`config.mk`:
```
export PLATFORM = sky130hd
export DESIGN_NAME = fifo_dispatch_to_requesting_server
export DESIGN_NICKNAME = d
export VERILOG_FILES = /design/src/rtl/fdrs_pkg.sv /design/src/rtl/fifo_dispatch_to_requesting_server.sv /design/src/rtl/fdrs_cell.sv /design/src/rtl/fdrs_chain.sv /design/src/rtl/fdrs_arb.sv
export SDC_FILE = /design/constraint.sdc
export NUM_CORES = 2
export LEC_CHECK = 0
export ABC_CLOCK_PERIOD_IN_PS = 4800
export BUFFER_PORTS_ARGS = -buffer_cell sky130_fd_sc_hd__buf_2
export CAP_MARGIN = 40
export CORE_MARGIN = 2
export CORE_UTILIZATION = 55
export CTS_CLUSTER_DIAMETER = 60
export DETAILED_ROUTE_END_ITERATION = 10
export GPL_TIMING_DRIVEN = 1
export HOLD_SLACK_MARGIN = 0.03
export PLACE_DENSITY = 0.82
export SLEW_MARGIN = 30
export SYNTH_ARGS = -nofsm -noshare
export SYNTH_HDL_FRONTEND = slang
export SYNTH_SLANG_ARGS = --single-unit
```
`constraint.sdc`:
```
create_clock -name clk -period 4.8 [get_ports clk]
set_input_delay 0.96 -clock clk [delete_from_list [all_inputs] [get_ports clk]]
set_output_delay 0.96 -clock clk [all_outputs]
set_load 0.02 [all_outputs]
```
`src/rtl/fdrs_pkg.sv`:
```
// Shared types and constants for the FIFO dispatcher.
package fdrs_pkg;

  localparam int WORD_W = 32;
  localparam int SRV_W = 4;
  localparam int CFG_W = 5;
  localparam int CNT_W = 7;
  localparam int DEFAULT_SERVERS = 10;

  localparam logic CMD_DATA = 1'b0;
  localparam logic CMD_REQ = 1'b1;

  typedef struct packed {
    logic push;
    logic pop;
  } fifo_ctl_t;

  typedef struct packed {
    logic empty;
    logic full;
  } fifo_sts_t;

  typedef struct packed {
    logic set;
    logic [SRV_W-1:0] id;
  } arb_req_t;

  typedef struct packed {
    logic any;
    logic [SRV_W-1:0] id;
  } arb_res_t;

endpackage

```
`src/rtl/fifo_dispatch_to_requesting_server.sv`:
```
// Top level: word FIFO as a row of cells, request arbiter and output register.
// Output: a result is registered in the cycle after the input beat that dispatches or drops it.
// Throughput: one word per cycle while in_tready is high; the cell chain shifts and loads in the same cycle.
// Stall: in_tready drops only while a result waits and out_tready is low.
// Reset: clears cell valid bits, the pending bitmap and the output valid bit;
// servers_in_use returns to 10. No clearing pass is needed.
module fifo_dispatch_to_requesting_server #(
  parameter int FIFO_DEPTH = 64,
  parameter int SERVER_LIMIT = 16
) (
  input  logic        clk,
  input  logic        rst_n,
  input  logic        cfg_wr_en,
  input  logic [4:0]  cfg_wr_data,
  input  logic        in_tvalid,
  output logic        in_tready,
  input  logic [39:0] in_tdata,   // data_word[31:0], requesting_server[35:32], zero pad
  input  logic        in_tuser,   // cmd
  output logic        out_tvalid,
  input  logic        out_tready,
  output logic [39:0] out_tdata,  // target_server[3:0], sent_word[35:4], zero pad
  output logic        out_tuser   // dropped
);

  logic [fdrs_pkg::CFG_W-1:0]  srv_use_r;
  logic                        in_fire, is_data, drop, push_ok, dispatch;
  logic [fdrs_pkg::WORD_W-1:0] in_word, fifo_head, head_word;
  fdrs_pkg::fifo_ctl_t         fctl;
  fdrs_pkg::fifo_sts_t         sts;
  fdrs_pkg::arb_req_t          areq;
  fdrs_pkg::arb_res_t          ares;

  logic                        out_valid_r, out_valid_nxt;
  logic [fdrs_pkg::SRV_W-1:0]  target_r;
  logic [fdrs_pkg::WORD_W-1:0] sent_r;
  logic                        dropped_r;

  always_ff @(posedge clk) begin
    if (!rst_n) begin
      srv_use_r <= fdrs_pkg::CFG_W'(fdrs_pkg::DEFAULT_SERVERS);
    end else if (cfg_wr_en) begin
      srv_use_r <= cfg_wr_data;
    end
  end

  assign in_tready = !out_valid_r || out_tready;
  assign in_fire = in_tvalid && in_tready;
  assign in_word = in_tdata[31:0];
  assign is_data = in_tuser == fdrs_pkg::CMD_DATA;
  assign drop = in_fire && is_data && sts.full;
  assign push_ok = in_fire && is_data && !sts.full;

  assign areq.set = in_fire && (in_tuser == fdrs_pkg::CMD_REQ);
  assign areq.id = in_tdata[35:32];

  // dispatch needs a word after the push and an eligible pending server
  assign dispatch = in_fire && !drop && ares.any && (!sts.empty || push_ok);

  // on an empty FIFO the arriving word goes straight out
  assign fctl.pop = dispatch && !sts.empty;
  assign fctl.push = push_ok && !(dispatch && sts.empty);
  assign head_word = sts.empty ? in_word : fifo_head;

  fdrs_chain #(
    .DEPTH (FIFO_DEPTH)
  ) u_chain (
    .clk       (clk),
    .rst_n     (rst_n),
    .ctl       (fctl),
    .in_word   (in_word),
    .head_word (fifo_head),
    .sts       (sts)
  );

  fdrs_arb #(
    .SERVER_LIMIT (SERVER_LIMIT)
  ) u_arb (
    .clk            (clk),
    .rst_n          (rst_n),
    .servers_in_use (srv_use_r),
    .step           (in_fire),
    .req            (areq),
    .take           (dispatch),
    .res            (ares)
  );

  always_comb begin
    if (in_fire && (drop || dispatch)) begin
      out_valid_nxt = 1'b1;
    end else if (out_tready) begin
      out_valid_nxt = 1'b0;
    end else begin
      out_valid_nxt = out_valid_r;
    end
  end

  always_ff @(posedge clk) begin
    if (!rst_n) begin
      out_valid_r <= 1'b0;
    end else begin
      out_valid_r <= out_valid_nxt;
    end
  end

  always_ff @(posedge clk) begin
    if (in_fire && (drop || dispatch)) begin
      target_r <= drop ? '0 : ares.id;
      sent_r <= drop ? '0 : head_word;
      dropped_r <= drop;
    end
  end

  assign out_tvalid = out_valid_r;
  assign out_tdata = {4'b0000, sent_r, target_r};
  assign out_tuser = dropped_r;

  a_sts_sane: assert property (@(posedge clk) disable iff (!rst_n)
    !(sts.empty && sts.full))
    else $error("FIFO reports empty and full together");

  a_pop_nonempty: assert property (@(posedge clk) disable iff (!rst_n)
    fctl.pop |-> !sts.empty)
    else $error("pop from an empty FIFO");

  a_drop_stays_full: assert property (@(posedge clk) disable iff (!rst_n)
    drop |=> sts.full)
    else $error("FIFO left full state after a drop");

  a_stall_only_on_result: assert property (@(posedge clk) disable iff (!rst_n)
    !in_tready |-> out_tvalid)
    else $error("input stalled with no result waiting");

endmodule

```
`src/rtl/fdrs_cell.sv`:
```
// One FIFO cell: holds a word and its valid bit, shifts toward the head on pop.
module fdrs_cell (
  input  logic                       clk,
  input  logic                       rst_n,
  input  fdrs_pkg::fifo_ctl_t        ctl,
  input  logic [fdrs_pkg::WORD_W-1:0] in_word,
  input  logic [fdrs_pkg::WORD_W-1:0] nb_word,
  input  logic                       nb_valid,
  input  logic                       prev_vs,
  output logic [fdrs_pkg::WORD_W-1:0] word,
  output logic                       valid,
  output logic                       vs
);

  logic [fdrs_pkg::WORD_W-1:0] word_r, word_nxt;
  logic                        valid_r, valid_nxt;
  logic                        load;

  // valid after the shift; the new word lands in the first free cell
  assign vs = ctl.pop ? nb_valid : valid_r;
  assign load = ctl.push && !vs && prev_vs;

  always_comb begin
    if (load) begin
      word_nxt = in_word;
    end else if (ctl.pop) begin
      word_nxt = nb_word;
    end else begin
      word_nxt = word_r;
    end
    valid_nxt = vs || load;
  end

  always_ff @(posedge clk) begin
    if (!rst_n) begin
      valid_r <= 1'b0;
    end else begin
      valid_r <= valid_nxt;
    end
  end

  always_ff @(posedge clk) begin
    word_r <= word_nxt;
  end

  assign word = word_r;
  assign valid = valid_r;

endmodule

```
`src/rtl/fdrs_chain.sv`:
```
// Row of FIFO cells with the head at cell 0.
module fdrs_chain #(
  parameter int DEPTH = 64
) (
  input  logic                        clk,
  input  logic                        rst_n,
  input  fdrs_pkg::fifo_ctl_t         ctl,
  input  logic [fdrs_pkg::WORD_W-1:0] in_word,
  output logic [fdrs_pkg::WORD_W-1:0] head_word,
  output fdrs_pkg::fifo_sts_t         sts
);

  logic [fdrs_pkg::WORD_W-1:0] words [DEPTH+1];
  logic [DEPTH:0]              valids;
  logic [DEPTH:0]              vs_chain;

  assign words[DEPTH] = '0;
  assign valids[DEPTH] = 1'b0;
  assign vs_chain[0] = 1'b1;

  for (genvar i = 0; i < DEPTH; i++) begin : g_cell
    fdrs_cell u_cell (
      .clk      (clk),
      .rst_n    (rst_n),
      .ctl      (ctl),
      .in_word  (in_word),
      .nb_word  (words[i+1]),
      .nb_valid (valids[i+1]),
      .prev_vs  (vs_chain[i]),
      .word     (words[i]),
      .valid    (valids[i]),
      .vs       (vs_chain[i+1])
    );
  end

  assign head_word = words[0];
  assign sts.empty = !valids[0];
  assign sts.full = valids[DEPTH-1];

endmodule

```
`src/rtl/fdrs_arb.sv`:
```
// Pending request bitmap and fixed-priority pick of the lowest eligible server.
module fdrs_arb #(
  parameter int SERVER_LIMIT = 16
) (
  input  logic                       clk,
  input  logic                       rst_n,
  input  logic [fdrs_pkg::CFG_W-1:0] servers_in_use,
  input  logic                       step,
  input  fdrs_pkg::arb_req_t         req,
  input  logic                       take,
  output fdrs_pkg::arb_res_t         res
);

  logic [SERVER_LIMIT-1:0]    pend_r, pend_nxt;
  logic [SERVER_LIMIT-1:0]    elig, newv, merged, cand, grant_oh;
  logic [fdrs_pkg::CNT_W-1:0] base, count;

  always_comb begin
    // zero count falls back to the default, then cap at the server limit
    if (servers_in_use == '0) begin
      base = fdrs_pkg::CNT_W'(fdrs_pkg::DEFAULT_SERVERS);
    end else begin
      base = fdrs_pkg::CNT_W'(servers_in_use);
    end
    if (base > fdrs_pkg::CNT_W'(SERVER_LIMIT)) begin
      count = fdrs_pkg::CNT_W'(SERVER_LIMIT);
    end else begin
      count = base;
    end
  end

  always_comb begin
    for (int i = 0; i < SERVER_LIMIT; i++) begin
      elig[i] = fdrs_pkg::CNT_W'(i) < count;
      newv[i] = req.set && elig[i] &&
                (fdrs_pkg::CNT_W'(req.id) == fdrs_pkg::CNT_W'(i));
    end
    merged = pend_r | newv;
    cand = merged & elig;
  end

  always_comb begin
    grant_oh = '0;
    res.any = 1'b0;
    res.id = '0;
    for (int i = SERVER_LIMIT - 1; i >= 0; i--) begin
      if (cand[i]) begin
        grant_oh = '0;
        grant_oh[i] = 1'b1;
        res.any = 1'b1;
        res.id = fdrs_pkg::SRV_W'(i);
      end
    end
  end

  always_comb begin
    if (step) begin
      pend_nxt = take ? (merged & ~grant_oh) : merged;
    end else begin
      pend_nxt = pend_r;
    end
  end

  always_ff @(posedge clk) begin
    if (!rst_n) begin
      pend_r <= '0;
    end else begin
      pend_r <= pend_nxt;
    end
  end

endmodule
```
==> flow_metrics.env <==
export IMPL_routed_wl_um=184200
export IMPL_fillers=11240
export IMPL_num_vias=46800
export IMPL_yosys_warnings=0
export IMPL_drt_first_pass_iters=6
export IMPL_fin_crit_sh=0.8671
export IMPL_cts_clk_slew_worst_paths_ps=60
export IMPL_ys_ff_latch=2171
export IMPL_cts_resized=0
export IMPL_crit_fanout=33
export IMPL_synthTopCellsByCount="edfxtp_1, mux2_2, clkbuf_1, mux2_1, buf_2"
export IMPL_synthFlopType="edfxtp_1"
export IMPL_cts_root_buffer="clkbuf_16"
export IMPL_synth_area_um2=94650
export IMPL_peakVddDrop_v=0.0003033
export IMPL_coreArea_um2=171400
export IMPL_rows=152
export IMPL_finalPower_uw=38660
export IMPL_final_nets=5481
export IMPL_critPathKind="reg -> reg"
export IMPL_multi_input_area_um2=28370
export IMPL_clock_latency_ps=840
export IMPL_regArea_um2=64330
export IMPL_setup_violations=0
export IMPL_crit_arrival_ps=4650
export IMPL_grt_first_pass_wirelength_um=284400
export IMPL_crit_end="u_chain.g_cell[30].u_cell.word[18]"
export IMPL_rr_worst_depth=10
export IMPL_finalSetupTns_ps=0
export IMPL_timing_rr_start="srv_use_r[1]"
export IMPL_fmax_mhz=240.3
export IMPL_fin_crit_ps=4162
export IMPL_cts_max_path_buffers=3
export IMPL_async_reset_ff_frac=0
export IMPL_yosys_area_top_type="edfxtp_1"
export IMPL_avgViaCountPerCell=5.909
export IMPL_hold_viol=0
export IMPL_ant_nets=0
export IMPL_die_h_um=418.8
export IMPL_drtIter0Drc=4262
export IMPL_start_kind="flop"
export IMPL_ys_seq_area_frac=0.6797
export IMPL_slew_violations=0
export IMPL_tightest_slew_ps=860.5
export IMPL_maxCapViolCount=0
export IMPL_rsz0062_at_grt="false"
export IMPL_drc=0
export IMPL_htreeDepth=4
export IMPL_drive_above_1_share=0.4391
export IMPL_worstPathRequired_ps=5290
export IMPL_die_area_um2=175400
export IMPL_rrSetupSlack_ps=640
export IMPL_synth_enable_flop_cells=2085
export IMPL_wl_per_cell_um=23.25
export IMPL_post_cts_buffers=0
export IMPL_skew_ps=37.79
export IMPL_p_per_area_nw_per_um2=365.6
export IMPL_cts_hold_buf=0
export IMPL_syn_to_final_growth_pct=11.74
export IMPL_dp_hpwl_um=110900
export IMPL_synth_avg_cell_area_um2=17.41
export IMPL_p_leak_uw=0.03535
export IMPL_antenna_found_initial=7
export IMPL_io_buffers=85
export IMPL_synthCells=5437
export IMPL_synth_distinct_cells=65
export IMPL_status="finished clean"
export IMPL_slew_limit_headroom=0.4263
export IMPL_startpoint="srv_use_r[1]"
export IMPL_grt_pass1_vias=47290
export IMPL_grt_max_degree=82
export IMPL_grt_overflow_total=0
export IMPL_synth_top_area_share=0.6615
export IMPL_hp_class="in -> reg"
export IMPL_initial_utilization=0.5524
export IMPL_cts_sinks=2171
export IMPL_gp_congestion=0.8273
export IMPL_cts_buffers=209
export IMPL_die_w_um=418.8
export IMPL_cts_tree="yes"
export IMPL_io_pins=94
export IMPL_yosysMostFrequentCell="edfxtp_1"
export IMPL_grt_use_total=0.2082
export IMPL_end_kind="flop"
export IMPL_r2r_end="u_chain.g_cell[30].u_cell.word[18]"
export IMPL_synth_area_leaders="edfxtp_1, mux2_2, mux2_1"
==> layout by cell type (no fill, tap or decap), types with 69 or more instances in the layout <==
cell and n:
buf_12 98, nand2_1 86, dfxtp_1 84, clkbuf_16 211
nor2_1 112, nand2b_1 69, mux2_2 1796, buf_4 126
mux2_1 220, a22o_1 124, edfxtp_1 2085
==> flip-flops by register name, summed over array words and instances (netlist names) <==
register and cells:
srv_use_r 5, target_r 4, u_chain.g_cell.u_cell.word 2048, out_tvalid 1, u_chain.g_cell.u_cell.valid 64, sent_r 32
out_tuser 1, u_arb.pend_r 16
==> per-stage QoR <==
step / setup WS [ps] / instance area, µm² / hold WS (ps) / std cells / utilization
after floorplan: 275.6 / 94660 / 490.5 / 5440 / -
after global placement: 249.5 / 98310 / 506.7 / 7497 / 0.5737
after detailed placement: 222.8 / 98950 / 509.9 / 7526 / 0.5775
after CTS: 681.8 / 105700 / 300.8 / 7916 / 0.6168
after global routing: 489.3 / 105800 / 331.5 / 7919 / 0.6172
final: 638.1 / 105800 / 345.0 / 7921 / 0.6172
==> critical path: stages, from the launching register on <==
cell     delay (ps)
dfxtp_1         660
nor4_1          150
or3b_2          530
a22o_1          280
nor4_4          390
nand3_4         360
buf_12          320
mux2i_4         210
buf_12          190
nand2_1         270
buf_4           400
==> routing by layer <==
metal  up-vias  track usage  wire (µm)
met5         -            0         16
met4         4      0.06718       5332
met3       309      0.05023      13260
met2      1571       0.3313      87020
met1     23760       0.2835      78530
li1      21160            -          -
==> how the worst min path moves through the flow <==
stage / slack, ps / start / to / depth (start not counted)
2_1_floorplan: 490 / u_arb.pend_r[12] / u_arb.pend_r[12] / 2
3_3_place_gp: 510 / u_chain.g_cell[63].u_cell.word[9] / u_chain.g_cell[62].u_cell.word[9] / 1
3_5_place_dp: 510 / u_chain.g_cell[2].u_cell.word[4] / u_chain.g_cell[1].u_cell.word[4] / 1
4_1_cts: 300 / cfg_wr_data[1] / srv_use_r[1] / 3
5_1_grt: 330 / cfg_wr_data[1] / srv_use_r[1] / 3
6_report: 350 / cfg_wr_data[1] / srv_use_r[1] / 3
==> cell type report <==
type,instances,area share
inverters,5,0.0001775
clock inverters,118,0.01119
multi-input cells,2757,0.2682
clock buffers,272,0.05256
diodes,2,0.00004732
well taps,2310,0.02733
flip-flops and latches,2171,0.6083
repair buffers,286,0.03219
==> cells by family after synthesis <==
kind of cell | share of synthesized area
flip-flops | 0.6797
AND/OR/NAND/NOR | 0.02275
buffers and inverters | 0.02509
other | 0.00003962
AO/OA/AOI/OAI | 0.01749
multiplexers | 0.2549
XOR/XNOR | 0.00009255
==> where the power goes <==
part | switching, µW | total, µW | internal (µW)
logic | 1020 | 1530 | 503
registers | 90.6 | 21000 | 20900
clock network | 7040 | 16100 | 9080
Power figures use the tool's default switching activity.
